File: src/lc3ie_pkg.sv
// Package for the LC-3 instruction execute block: constants, command types and helpers.
// No dependencies.
package lc3ie_pkg;

  localparam int ADDR_BITS = 16;
  localparam int MEM_WORDS = 1 << ADDR_BITS;

  localparam logic [2:0] ACT_MEM_WR = 3'd0;
  localparam logic [2:0] ACT_MEM_RD = 3'd1;
  localparam logic [2:0] ACT_REG_WR = 3'd2;
  localparam logic [2:0] ACT_SET_PC = 3'd3;
  localparam logic [2:0] ACT_STEP   = 3'd4;

  localparam logic [3:0] OP_BR   = 4'h0;
  localparam logic [3:0] OP_ADD  = 4'h1;
  localparam logic [3:0] OP_LD   = 4'h2;
  localparam logic [3:0] OP_ST   = 4'h3;
  localparam logic [3:0] OP_JSR  = 4'h4;
  localparam logic [3:0] OP_AND  = 4'h5;
  localparam logic [3:0] OP_LDR  = 4'h6;
  localparam logic [3:0] OP_STR  = 4'h7;
  localparam logic [3:0] OP_NOT  = 4'h9;
  localparam logic [3:0] OP_LDI  = 4'hA;
  localparam logic [3:0] OP_STI  = 4'hB;
  localparam logic [3:0] OP_JMP  = 4'hC;
  localparam logic [3:0] OP_LEA  = 4'hE;
  localparam logic [3:0] OP_TRAP = 4'hF;

  localparam logic [7:0] TRAP_GETC = 8'h20;
  localparam logic [7:0] TRAP_OUT  = 8'h21;
  localparam logic [7:0] TRAP_HALT = 8'h25;

  localparam logic [2:0] CC_RESET = 3'b010;

  // Memory address source select.
  localparam logic [1:0] MA_HOST = 2'd0;
  localparam logic [1:0] MA_PC   = 2'd1;
  localparam logic [1:0] MA_EA   = 2'd2;
  localparam logic [1:0] MA_MDR  = 2'd3;

  // Commands from the controller to the datapath.
  typedef struct packed {
    logic       load_in;     // capture the input item
    logic       clr_wr;      // write zero at the clear counter
    logic [1:0] mem_addr_sel;
    logic       mem_rd;
    logic       mem_wr_host; // write host data at the host address
    logic       mem_wr_ea;   // store register at the effective address
    logic       mem_wr_mdr;  // store register at the loaded pointer
    logic       load_ir;     // capture fetched word
    logic       load_mdr;    // capture read data as pointer
    logic       exec;        // retire the instruction (non-memory or final)
    logic       exec_mem;    // retire with read data as value
    logic       host_apply;  // apply a non-step host action
    logic       load_out;
  } lc3ie_cmd_t;

  typedef struct packed {
    logic [2:0] action;
    logic [3:0] opcode;
    logic       halted;
    logic       clr_done;
  } lc3ie_sts_t;

  function automatic logic [2:0] cc_of(input logic [15:0] v);
    if (v[15]) return 3'b100;
    else if (v == 16'd0) return 3'b010;
    else return 3'b001;
  endfunction

endpackage

File: src/lc3ie_ctrl.sv
// Controller state machine for the LC-3 execute block.
// Depends on lc3ie_pkg.
module lc3ie_ctrl (
  input  logic                   clk,
  input  logic                   rst_n,
  input  logic                   in_valid,
  output logic                   in_stall,
  output logic                   out_valid,
  input  logic                   out_stall,
  input  lc3ie_pkg::lc3ie_sts_t  sts,
  output lc3ie_pkg::lc3ie_cmd_t  cmd
);
  localparam logic [3:0] S_CLEAR = 4'd0;
  localparam logic [3:0] S_IDLE  = 4'd1;
  localparam logic [3:0] S_DISP  = 4'd2;
  localparam logic [3:0] S_FETCH = 4'd3;
  localparam logic [3:0] S_DEC   = 4'd4;
  localparam logic [3:0] S_MEM1  = 4'd5;
  localparam logic [3:0] S_MEM1W = 4'd6;
  localparam logic [3:0] S_MEM2  = 4'd7;
  localparam logic [3:0] S_DONE  = 4'd8;
  localparam logic [3:0] S_HRD   = 4'd9;

  logic [3:0] state_r, state_nxt;
  logic       ovalid_r, ovalid_nxt;
  logic       accept;

  assign in_stall  = (state_r != S_IDLE) || (ovalid_r && out_stall);
  assign accept    = in_valid && !in_stall;
  assign out_valid = ovalid_r;

  always_comb begin
    state_nxt  = state_r;
    ovalid_nxt = ovalid_r && out_stall;
    cmd        = '0;
    case (state_r)
      S_CLEAR: begin
        cmd.clr_wr = 1'b1;
        if (sts.clr_done) state_nxt = S_IDLE;
      end
      S_IDLE: begin
        if (accept) begin
          cmd.load_in = 1'b1;
          state_nxt   = S_DISP;
        end
      end
      S_DISP: begin
        case (sts.action)
          lc3ie_pkg::ACT_MEM_WR: begin
            cmd.mem_addr_sel = lc3ie_pkg::MA_HOST;
            cmd.mem_wr_host  = 1'b1;
            state_nxt        = S_DONE;
          end
          lc3ie_pkg::ACT_MEM_RD: begin
            cmd.mem_addr_sel = lc3ie_pkg::MA_HOST;
            cmd.mem_rd       = 1'b1;
            state_nxt        = S_HRD;
          end
          lc3ie_pkg::ACT_STEP: begin
            if (sts.halted) state_nxt = S_DONE;
            else begin
              cmd.mem_addr_sel = lc3ie_pkg::MA_PC;
              cmd.mem_rd       = 1'b1;
              state_nxt        = S_FETCH;
            end
          end
          default: begin
            cmd.host_apply = 1'b1;
            state_nxt      = S_DONE;
          end
        endcase
      end
      S_HRD: begin
        cmd.host_apply = 1'b1;
        state_nxt      = S_DONE;
      end
      S_FETCH: begin
        cmd.load_ir = 1'b1;
        state_nxt   = S_DEC;
      end
      S_DEC: begin
        case (sts.opcode)
          lc3ie_pkg::OP_LD, lc3ie_pkg::OP_LDR, lc3ie_pkg::OP_LDI,
          lc3ie_pkg::OP_STI: begin
            cmd.mem_addr_sel = lc3ie_pkg::MA_EA;
            cmd.mem_rd       = 1'b1;
            state_nxt        = S_MEM1;
          end
          lc3ie_pkg::OP_ST, lc3ie_pkg::OP_STR: begin
            cmd.mem_addr_sel = lc3ie_pkg::MA_EA;
            cmd.mem_wr_ea    = 1'b1;
            cmd.exec         = 1'b1;
            state_nxt        = S_DONE;
          end
          default: begin
            cmd.exec  = 1'b1;
            state_nxt = S_DONE;
          end
        endcase
      end
      S_MEM1: begin
        if (sts.opcode == lc3ie_pkg::OP_LDI || sts.opcode == lc3ie_pkg::OP_STI) begin
          cmd.load_mdr = 1'b1;
          state_nxt    = S_MEM1W;
        end else begin
          cmd.exec_mem = 1'b1;
          state_nxt    = S_DONE;
        end
      end
      S_MEM1W: begin
        cmd.mem_addr_sel = lc3ie_pkg::MA_MDR;
        if (sts.opcode == lc3ie_pkg::OP_STI) begin
          cmd.mem_wr_mdr = 1'b1;
          cmd.exec       = 1'b1;
          state_nxt      = S_DONE;
        end else begin
          cmd.mem_rd = 1'b1;
          state_nxt  = S_MEM2;
        end
      end
      S_MEM2: begin
        cmd.exec_mem = 1'b1;
        state_nxt    = S_DONE;
      end
      S_DONE: begin
        cmd.load_out = 1'b1;
        ovalid_nxt   = 1'b1;
        state_nxt    = S_IDLE;
      end
      default: state_nxt = S_IDLE;
    endcase
  end

  always_ff @(posedge clk) begin
    if (!rst_n) begin
      state_r  <= S_CLEAR;
      ovalid_r <= 1'b0;
    end else begin
      state_r  <= state_nxt;
      ovalid_r <= ovalid_nxt;
    end
  end
endmodule

File: config.mk
export PLATFORM = sky130hd
export DESIGN_NAME = lc3ie_ctrl
export DESIGN_NICKNAME = d
export VERILOG_FILES = /design/src/lc3ie_pkg.sv /design/src/lc3ie_ctrl.sv
export SDC_FILE = /design/constraint.sdc
export NUM_CORES = 1
export LEC_CHECK = 0
export ABC_CLOCK_PERIOD_IN_PS = 4000
export BUFFER_PORTS_ARGS = -buffer_cell sky130_fd_sc_hd__buf_2
export CORE_AREA = 8 8 45 47
export DETAILED_ROUTE_END_ITERATION = 8
export DIE_AREA = 0 0 53 55
export HOLD_SLACK_MARGIN = 0.02
export PLACE_DENSITY_LB_ADDON = 0.2
export SLEW_MARGIN = 20
export SYNTH_ARGS = -nofsm -noshare
export SYNTH_HDL_FRONTEND = slang
export SYNTH_SLANG_ARGS = --single-unit
File: constraint.sdc
create_clock -name clk -period 4 [get_ports clk]
set_input_delay 0 -clock clk [delete_from_list [all_inputs] [get_ports clk]]
set_output_delay 0 -clock clk [all_outputs]
set_load 0.01 [all_outputs]
==> impl_metrics.env, run 1 <==
export IMPL_clk_lat_worst_skew_ns=0.24
export IMPL_rsz0062_at_grt="false"
export IMPL_start_kind="flop"
export IMPL_post_route_cells_drive_above_1_share_pct=33.0
export IMPL_tightest_slew_ns=0.535
export IMPL_cts_post_setup_buffers_inserted=0
export IMPL_finish_net_count=117
export IMPL_detailed_place_hpwl_um=1380
export IMPL_grt_pass1_wl_um=2910
export IMPL_synth_edff_count=0
export IMPL_worstHoldPathType="input port to flop"
export IMPL_dominantRegCellSynth="sky130_fd_sc_hd__dfxtp_1"
export IMPL_worst_slack_ns=2.24
export IMPL_viasPerCell=5.58
export IMPL_sequential_cell_area_um2=100
export IMPL_clkSlewWorstSetupHoldPaths_ns=0.05
export IMPL_relative_max_transition_margin_pct=63.9
export IMPL_antenna_found_initial=0
export IMPL_initial_drt_pass_iterations=4
export IMPL_ctsHtreeMaxLevel=1
export IMPL_groute_usage_overall_pct=12.9
export IMPL_final_report_max_slew_violation_count=0
export IMPL_syn_to_final_growth_pct=31.3
export IMPL_netlist_area_before_placement_um2=519
export IMPL_fin_area_um2=682
export IMPL_num_rows=14
export IMPL_design_die_area_um2=2920
export IMPL_seq_area_frac_synth_pct=19.3
export IMPL_count_of_buffers_from_port_buffering=28
export IMPL_last_weighted_congestion_value_of_the_routability_driven_placer=0.867
export IMPL_max_freq_ghz=0.570
export IMPL_share_clk_of_total_power_pct=39.5
export IMPL_syn_inst=75
export IMPL_power_total_uw=148
export IMPL_insertedDiodeCount=0
export IMPL_crit_path_max_fanout=13
export IMPL_cts_hold_buf=0
export IMPL_grt_overflow_total=0
export IMPL_leakagePower_uw=0.000371
export IMPL_post_route_drc_violation_count=0
export IMPL_ctsResizeCount=0
export IMPL_power_share_combinational_pct=22.0
export IMPL_synthArstFlopShare_pct=0
export IMPL_avgSynthCellArea_um2=6.92
export IMPL_cts_tree="yes"
export IMPL_switching_share_pct=29.8
export IMPL_number_of_buffers_created_by_cts=3
export IMPL_layout_filler_cells=161
export IMPL_cts_root_buffer="sky130_fd_sc_hd__clkbuf_4"
export IMPL_antenna_violating_nets_post_route=0
export IMPL_start_util_pct=37.5
export IMPL_mappedNetlistNets=88
export IMPL_final_setup_viol_count=0
export IMPL_synth_seq_cells=5
export IMPL_power_per_unit_of_standard_cell_area_nw_per_um2=217
export IMPL_critical_path_endpoint_type="output port"
export IMPL_first_iter_violations=14
export IMPL_first_global_vias=669
export IMPL_timing_final_hold_violations=0
export IMPL_vdd_ir_drop_worst_mv=0.128
export IMPL_dp_worst_setup_slack_ns=2.47
export IMPL_multi_input_area_um2=369
export IMPL_wl_per_instance_um=15.0
export IMPL_number_of_warnings_issued_by_yosys=0
export IMPL_tritoncts_num_sinks=5
export IMPL_finalSetupTns_ns=0
export IMPL_power_frac_seq_pct=38.5
export IMPL_drv_max_cap_violation_count=0
export IMPL_p_int_uw=104
export IMPL_width_of_the_chip_um=53
export IMPL_clock_skew_ns=0.00285
export IMPL_dieHeight_um=55
export IMPL_synth_lib_cells_used_distinct=34
export IMPL_ctsLongestPathBuffers=2
export IMPL_wirelength_um=1790
export IMPL_period_minus_slack_ns=1.76
export IMPL_floorplan_io_pins=29
export IMPL_detailroute_via_count=664
export IMPL_run_status="finished clean"
export IMPL_p_sw_uw=44.1
export IMPL_critPathKind="flop to output port"
export IMPL_cp_data_arrival_time_ns=1.76
export IMPL_grt_start_max_net_pins=14
export IMPL_fp_coreArea_um2=1380
export IMPL_cp_data_required_time_ns=4.00
export IMPL_fraction_of_the_cycle_the_final_worst_path_needs_pct=43.9
export IMPL_postPlaceCellArea_um2=656
kinds of logic after synthesis:
kind of cell	share of synthesized area, %
simple gates	47.7
compound gates	23.4
buf+inv	9.64
flops	19.3
registers in the layout (all words and copies together) (netlist names):
register   flops
state_r        4
out_valid      1
synth_stat cells (2+ instances only):
library cell,n,area (µm²)
sky130_fd_sc_hd__nor3_1,4,20.0
sky130_fd_sc_hd__nor2_1,10,37.5
sky130_fd_sc_hd__o21ai_0,2,10.0
sky130_fd_sc_hd__nand3_1,2,10.0
sky130_fd_sc_hd__nand2_1,6,22.5
sky130_fd_sc_hd__dfxtp_1,5,100
sky130_fd_sc_hd__a31oi_1,2,12.5
sky130_fd_sc_hd__nor4_1,3,18.8
sky130_fd_sc_hd__clkbuf_1,2,7.51
sky130_fd_sc_hd__nand2b_1,5,31.3
sky130_fd_sc_hd__o21ai_1,2,10.0
sky130_fd_sc_hd__inv_1,6,22.5
sky130_fd_sc_hd__a21oi_1,5,25.0
metrics by stage:
step	utilization [%]	hold slack, ns	std cells
floorplan	-	0.0507	75
global route	49.3	0.0297	119
CTS	49.3	0.0231	119
finish	49.3	0.0282	119
global placement	47.4	0.265	115
detailed placement	47.4	0.268	115
path summary, 6_finish.rpt:
| path | start | end | slack [ns] | depth (start not counted) |
|---|---|---|---|---|
| worst min-delay path | rst_n | state_r[1]$_SDFFE_PN0P_ | 0.03 | 2 |
| worst max-delay path | state_r[2]$_SDFFE_PN0P_ | cmd[11] | 2.24 | 4 |
| worst max register to register | state_r[1]$_SDFFE_PN0P_ | state_r[1]$_SDFFE_PN0P_ | 2.44 | 4 |
| worst min register to register | out_valid$_SDFF_PN0_ | out_valid$_SDFF_PN0_ | 0.50 | 2 |
cell usage in the layout, fill, tap and decap left out, drive strengths merged, types with 2 or more instances in the layout:
master  synthesis  routed
buf             2      28
nor2           10      10
inv             6       6
nand2           6       6
a21oi           5       5
nand2b          5       5
dfxtp           5       5
nor3            4       4
clkbuf          2       4
o21ai           4       4
nor4            3       3
nand3           2       2
a31oi           2       2
nand3b          2       2
a21boi          2       2
metal layers:
layer  track usage [%]  wire length [µm]
met5                 0                 0
met4              5.17                 4
met3              2.67               191
met2              24.0               883
met1              13.9               709
power by group through the flow:
stage / Clock [µW] / Combinational [µW] / Sequential [µW]
finish: 58.5 / 32.5 / 57.0
global route: 62.8 / 36.4 / 57.1
CTS: 60.3 / 32.6 / 56.6
detailed placement: 0 / 32.2 / 57.6
global placement: 0 / 32.1 / 57.4
floorplan: 0 / 20.8 / 53.6
layout make-up:
type                       instances  area share, %
tap                               16           2.94
multi-input combinational         59           54.1
sequential                         5           14.7
clock buffer                       4           3.85
inverter                           7           3.85
timing repair buffer              28           20.6
worst max-delay path: stages (launching register included):
cell and delay [ns]:
sky130_fd_sc_hd__dfxtp_1 0.55, sky130_fd_sc_hd__or4b_4 0.53, sky130_fd_sc_hd__nand3b_4 0.20, sky130_fd_sc_hd__nand3_1 0.10
sky130_fd_sc_hd__buf_2 0.13
No activity file was read; power rests on OpenSTA's default activity.
==> inputs of run 2 (changes only) <==
--- a/config.mk
+++ b/config.mk
@@ -5,11 +5,11 @@
 export SDC_FILE = /design/constraint.sdc
 export NUM_CORES = 1
 export LEC_CHECK = 0
-export ABC_CLOCK_PERIOD_IN_PS = 4000
+export ABC_CLOCK_PERIOD_IN_PS = 1500
 export BUFFER_PORTS_ARGS = -buffer_cell sky130_fd_sc_hd__buf_2
-export CORE_AREA = 8 8 45 47
+export CORE_MARGIN = 8
+export CORE_UTILIZATION = 38
 export DETAILED_ROUTE_END_ITERATION = 8
-export DIE_AREA = 0 0 53 55
 export HOLD_SLACK_MARGIN = 0.02
 export PLACE_DENSITY_LB_ADDON = 0.2
 export SLEW_MARGIN = 20
==> constraint.sdc (replaced) <==
create_clock -name clk -period 1.5 [get_ports clk]
set_input_delay 0 -clock clk [delete_from_list [all_inputs] [get_ports clk]]
set_output_delay 0 -clock clk [all_outputs]
set_load 0.01 [all_outputs]
==> run 2 against run 1 <==
  * The run now ends with negative setup slack left
  * Global-route usage grew 0.71 points
  * Setup slack got worse by 2.3 ns
  * Critical endpoint unchanged
  * Clock power increased to 2.6 times the previous value
  * First-iteration DRC count is 50% higher
==> impl_metrics.env, run 2 (synthesis gave the netlist of run 1 again) <==
export IMPL_run_status="complete, but fails checks"
export IMPL_violations="negative setup slack"
export IMPL_timing_final_hold_violations=0
export IMPL_worst_slack_ns=-0.0295
export IMPL_worst_path_largest_cell_delay_ns=0.55
export IMPL_groute_usage_overall_pct=13.6
export IMPL_post_route_cells_drive_above_1_share_pct=50.0
export IMPL_detailed_place_hpwl_um=1370
export IMPL_finish_net_count=132
export IMPL_critical_path_endpoint_type="output port"
export IMPL_grt_start_max_net_pins=9
export IMPL_mostFrequentLayoutCell="sky130_fd_sc_hd__buf_2"
export IMPL_rrSetupSlack_ns=0.06
export IMPL_critical_path_depth=5
export IMPL_antenna_found_initial=0
export IMPL_max_freq_ghz=0.654
export IMPL_final_setup_viol_count=5
export IMPL_power_per_unit_of_standard_cell_area_nw_per_um2=499
export IMPL_rsz0062_at_grt="true"
export IMPL_worstReg2RegStart="state_r[0]$_SDFFE_PN0P_"
export IMPL_crit_path_max_fanout=4
export IMPL_min_to="out_valid$_SDFF_PN0_"
export IMPL_top_register="state_r"
export IMPL_final_report_max_slew_violation_count=0
export IMPL_worst_path_max_delay_cell="sky130_fd_sc_hd__or4b_4"
export IMPL_floorplan_io_pins=29
export IMPL_cp_data_arrival_time_ns=1.53
export IMPL_rr_worst_depth=4
export IMPL_tritoncts_num_sinks=5
export IMPL_drv_max_cap_violation_count=0
export IMPL_dieHeight_um=53.0
export IMPL_leakagePower_uw=0.000459
export IMPL_cp_launch_point="state_r[0]$_SDFFE_PN0P_"
export IMPL_start_kind="flop"
export IMPL_worstPathCellList="or4b_4 -> nor2_1 -> nand3_1 -> nand3_1 -> buf_2"
export IMPL_count_of_buffers_from_port_buffering=28
export IMPL_fraction_of_the_cycle_the_final_worst_path_needs_pct=102
export IMPL_ctsHtreeMaxLevel=1
export IMPL_wirelength_um=1890
export IMPL_fp_coreArea_um2=1280
export IMPL_start_util_pct=40.4
export IMPL_cts_root_buffer="sky130_fd_sc_hd__clkbuf_4"
export IMPL_critPathBufInv=1
export IMPL_number_of_buffers_created_by_cts=3
export IMPL_largest_register_ff_count=4
export IMPL_design_die_area_um2=2810
export IMPL_final_cell_mix="sky130_fd_sc_hd__buf_2, sky130_fd_sc_hd__buf_4, sky130_fd_sc_hd__nor2_1"
export IMPL_finish_utilization_pct=66.1
export IMPL_dp_worst_setup_slack_ns=0.0663
export IMPL_antenna_violating_nets_post_route=0
export IMPL_worstHoldPathType="input port to flop"
export IMPL_crit_reg2reg_capture="state_r[0]$_SDFFE_PN0P_"
export IMPL_cts_tree="yes"
export IMPL_syn_to_final_growth_pct=63.6
export IMPL_grt_pass1_wl_um=3050
export IMPL_insertedDiodeCount=0
export IMPL_clkSlewWorstSetupHoldPaths_ns=0.04
export IMPL_relative_max_transition_margin_pct=79.8
export IMPL_viasPerCell=5.68
export IMPL_clock_skew_ns=0.00192
export IMPL_period_minus_slack_ns=1.53
export IMPL_clk_lat_worst_skew_ns=0.24
export IMPL_min_from="out_stall"
export IMPL_width_of_the_chip_um=53.0
export IMPL_tightest_slew_ns=0.300
export IMPL_cp_data_required_time_ns=1.50
export IMPL_detailroute_via_count=755
export IMPL_first_global_vias=708
export IMPL_critPathKind="flop to output port"
export IMPL_vdd_ir_drop_worst_mv=0.425
export IMPL_ctsLongestPathBuffers=2
export IMPL_initial_drt_pass_iterations=4
export IMPL_cpMostUsedCell="sky130_fd_sc_hd__nand3_1"
export IMPL_last_weighted_congestion_value_of_the_routability_driven_placer=0.827
export IMPL_wl_per_instance_um=14.2
export IMPL_hold_path_cell_count=3
export IMPL_post_route_drc_violation_count=0
export IMPL_critical_path_top_delay_family="simple AND/OR/NAND/NOR gates"
export IMPL_num_rows=13
export IMPL_layout_filler_cells=130
export IMPL_grt_overflow_total=0
export IMPL_first_iter_violations=21
## run 2: changes by cell type in the layout (fill, tap and decap cells not counted), moves of 2 or more
cell                      before  now
sky130_fd_sc_hd__nor3_1        4    2
sky130_fd_sc_hd__dfxtp_1       5    1
sky130_fd_sc_hd__nor3_2        0    2
sky130_fd_sc_hd__dfxtp_4       0    3
sky130_fd_sc_hd__buf_4         0   14
## run 2: worst max path at each step
stage                                   end  slack [ns]
floorplan           state_r[0]$_SDFFE_PN0P_        0.15
global placement    state_r[1]$_SDFFE_PN0P_        0.06
detailed placement  state_r[1]$_SDFFE_PN0P_        0.07
CTS                                 cmd[11]       -0.05
global route                        cmd[11]       -0.11
finish                              cmd[11]       -0.03
## run 2: per-layer routing
layer	wire length (µm)	track usage, %
met1	804	16.5
met2	876	22.9
met3	192	4.48
met4	18	2.16
met5	0	0
## run 2: final cells by class
type                            count  area (µm²)  share of cell area, %
Timing Repair Buffer               43         255                   30.0
Clock buffer                        4        26.3                   3.09
Multi-Input combinational cell     59         410                   48.3
Sequential cell                     5         113                   13.3
Tap cell                           15        18.8                   2.21
Inverter                            7        26.3                   3.09
## run 2: stage by stage
step | area, µm² | TNS [ns] | hold slack [ns] | total power [µW] | std cells
finish | 850 | -0.0591 | 0.0400 | 424 | 133
detailed placement | 699 | 0 | 0.273 | 245 | 120
floorplan | 519 | 0 | 0.0507 | 198 | 75
CTS | 822 | -0.100 | 0.0310 | 423 | 132
global route | 850 | -0.465 | 0.0679 | 457 | 133
global placement | 699 | 0 | 0.273 | 244 | 120
## run 2: where the power goes
group | total, µW | internal (µW) | switching [µW]
Combinational | 130 | 63.3 | 66.9
Sequential | 140 | 135 | 4.99
Clock | 153 | 100 | 52.9
## run 2: timing repair
action	in CTS	in global routing
gates resized for setup	11	4
setup buffers	7	1
pin swaps	4	3
setup endpoints to repair	6	8
hold buffers	1	0
endpoints found under the hold margin	2	0
## run 2: worst reg2reg max path: stages, from the launching register on
cell and delay [ns]:
sky130_fd_sc_hd__dfxtp_4 0.34, sky130_fd_sc_hd__or4b_4 0.55, sky130_fd_sc_hd__nand3b_4 0.18, sky130_fd_sc_hd__buf_4 0.15
sky130_fd_sc_hd__a31oi_1 0.14
==> inputs of run 3 (changes only) <==
--- a/config.mk
+++ b/config.mk
@@ -9,6 +9,7 @@
 export BUFFER_PORTS_ARGS = -buffer_cell sky130_fd_sc_hd__buf_2
 export CORE_MARGIN = 8
 export CORE_UTILIZATION = 38
+export CTS_BUF_LIST = sky130_fd_sc_hd__clkbuf_8 sky130_fd_sc_hd__clkbuf_16
 export DETAILED_ROUTE_END_ITERATION = 8
 export HOLD_SLACK_MARGIN = 0.02
 export PLACE_DENSITY_LB_ADDON = 0.2
==> run 3 against run 2 <==
  * The flow still finishes with violations (negative setup slack)
  * Wire length shrank 0.95%
  * Sequential power barely moved
  * Largest power group unchanged
  * Worst hold slack got worse by 0.0021 ns
  * Highest routed layer is now met3
==> impl_metrics.env, run 3 (synthesis gave the netlist of run 1 again) <==
export IMPL_cp_data_required_time_ns=1.50
export IMPL_width_of_the_chip_um=53.0
export IMPL_layout_filler_cells=135
export IMPL_cp_data_arrival_time_ns=1.52
export IMPL_crit_path_max_fanout=4
export IMPL_critPathBufInv=1
export IMPL_ctsLongestPathBuffers=2
export IMPL_rrSetupSlack_ns=0.07
export IMPL_cts_root_buffer="sky130_fd_sc_hd__clkbuf_8"
export IMPL_detailroute_via_count=702
export IMPL_finish_net_count=129
export IMPL_critPathKind="flop to output port"
export IMPL_viasPerCell=5.40
export IMPL_final_cell_mix="sky130_fd_sc_hd__buf_2, sky130_fd_sc_hd__buf_4, sky130_fd_sc_hd__nor2_1"
export IMPL_clkSlewWorstSetupHoldPaths_ns=0.04
export IMPL_cts_tree="yes"
export IMPL_post_route_cells_drive_above_1_share_pct=51.3
export IMPL_relative_max_transition_margin_pct=72.8
export IMPL_power_per_unit_of_standard_cell_area_nw_per_um2=577
export IMPL_first_global_vias=701
export IMPL_last_weighted_congestion_value_of_the_routability_driven_placer=0.827
export IMPL_p_sw_uw=133
export IMPL_worst_path_largest_cell_delay_ns=0.55
export IMPL_ctsHtreeMaxLevel=1
export IMPL_largest_register_ff_count=4
export IMPL_max_freq_ghz=0.658
export IMPL_antenna_violating_nets_post_route=0
export IMPL_fraction_of_the_cycle_the_final_worst_path_needs_pct=101
export IMPL_antenna_found_initial=0
export IMPL_wl_per_instance_um=14.4
export IMPL_start_util_pct=40.4
export IMPL_first_iter_violations=18
export IMPL_crit_reg2reg_capture="state_r[2]$_SDFFE_PN0P_"
export IMPL_tritoncts_num_sinks=5
export IMPL_num_rows=13
export IMPL_finish_utilization_pct=67.9
export IMPL_number_of_buffers_created_by_cts=3
export IMPL_critical_path_endpoint_type="output port"
export IMPL_wirelength_um=1870
export IMPL_final_report_max_slew_violation_count=0
export IMPL_tightest_slew_ns=0.402
export IMPL_critical_path_depth=5
export IMPL_violations="negative setup slack"
export IMPL_clock_skew_ns=0.00133
export IMPL_p_int_uw=370
export IMPL_detailed_place_hpwl_um=1370
export IMPL_run_status="complete, but fails checks"
export IMPL_cpMostUsedCell="sky130_fd_sc_hd__nand3_1"
export IMPL_syn_to_final_growth_pct=68.0
export IMPL_power_share_combinational_pct=24.5
export IMPL_insertedDiodeCount=0
export IMPL_dp_worst_setup_slack_ns=0.0663
export IMPL_cp_launch_point="state_r[0]$_SDFFE_PN0P_"
export IMPL_grt_start_max_net_pins=9
export IMPL_power_frac_seq_pct=28.1
export IMPL_rsz0062_at_grt="true"
export IMPL_start_kind="flop"
export IMPL_rr_worst_depth=5
export IMPL_clk_lat_worst_skew_ns=0.22
export IMPL_drv_max_cap_violation_count=0
export IMPL_worst_path_max_delay_cell="sky130_fd_sc_hd__or4b_4"
export IMPL_fp_coreArea_um2=1280
export IMPL_grt_pass1_wl_um=2960
export IMPL_worst_slack_ns=-0.0204
export IMPL_worstPathCellList="or4b_4 -> nor2_1 -> nand3_1 -> nand3_1 -> buf_2"
export IMPL_post_route_drc_violation_count=0
export IMPL_dieHeight_um=53.0
export IMPL_grt_overflow_total=0
export IMPL_mostFrequentLayoutCell="sky130_fd_sc_hd__buf_2"
export IMPL_leakagePower_uw=0.000458
export IMPL_worstHoldPathType="input port to flop"
export IMPL_top_register="state_r"
export IMPL_period_minus_slack_ns=1.52
export IMPL_final_setup_viol_count=1
export IMPL_floorplan_io_pins=29
export IMPL_design_die_area_um2=2810
export IMPL_vdd_ir_drop_worst_mv=0.497
export IMPL_groute_usage_overall_pct=13.2
export IMPL_share_clk_of_total_power_pct=47.3
export IMPL_initial_drt_pass_iterations=6
export IMPL_worst_setup_path_endpoint="cmd[11]"
export IMPL_count_of_buffers_from_port_buffering=28
export IMPL_worstReg2RegStart="state_r[0]$_SDFFE_PN0P_"
export IMPL_switching_share_pct=26.4
export IMPL_critical_path_top_delay_family="simple AND/OR/NAND/NOR gates"
export IMPL_timing_final_hold_violations=0
## run 3: timing repair
action / in CTS / in global routing
endpoints found under the hold margin: 0 / 0
gates resized for setup: 9 / 8
endpoints found under the setup margin: 6 / 6
pin swaps: 4 / 3
hold buffers: 0 / 0
buffers inserted: 5 / 1
## run 3: metal layers
layer  routed length (µm)  track usage [%]
met5                    0                0
met2                  904             22.3
met3                  166             4.48
met4                    0             2.16
met1                  802             15.7
## run 3: worst min-delay path by stage
stage,startpoint,to,slack (ns),cells after the start
after floorplan,sts[8],cmd[8],0.05,1
after global placement,rst_n,state_r[2]$_SDFFE_PN0P_,0.27,2
after detailed placement,rst_n,state_r[2]$_SDFFE_PN0P_,0.27,2
after CTS,rst_n,state_r[2]$_SDFFE_PN0P_,0.04,2
after global routing,rst_n,state_r[2]$_SDFFE_PN0P_,0.04,2
final,rst_n,state_r[2]$_SDFFE_PN0P_,0.04,2
## run 3: area by class of cell
cell class / count / area (µm²) / area share, %
Clock buffer: 3 / 41.3 / 4.73
Inverter: 7 / 26.3 / 3.01
Multi-Input combinational cell: 59 / 420 / 48.2
Tap cell: 15 / 18.8 / 2.15
Sequential cell: 5 / 113 / 12.9
Timing Repair Buffer: 40 / 249 / 28.6
Clock inverter: 1 / 3.75 / 0.430
## run 3: power by group through the flow
stage	logic, µW	registers, µW	clock network, µW
floorplan	55.4	143	0
CTS	116	143	247
detailed placement	94.1	151	0
global placement	94.7	149	0
global route	134	142	261
finish	124	142	238
## run 3: stage by stage
step	std cells	hold slack, ns	power, µW	TNS [ns]	cell area (µm²)
global route	130	0.0399	538	-0.307	872
finish	130	0.0380	504	-0.0204	872
detailed placement	120	0.273	245	0	699
floorplan	75	0.0507	198	0	519
global placement	120	0.273	244	0	699
CTS	129	0.0374	506	-0.0307	821
## run 3: worst register-to-register path, delay by kind of cell (launching register included)
| family | cells | cell delay [ns] |
|---|---|---|
| AND/OR/NAND/NOR | 2 | 0.73 |
| buffers and inverters | 2 | 0.19 |
| flip-flops | 1 | 0.34 |
| AO/OA/AOI/OAI | 1 | 0.11 |
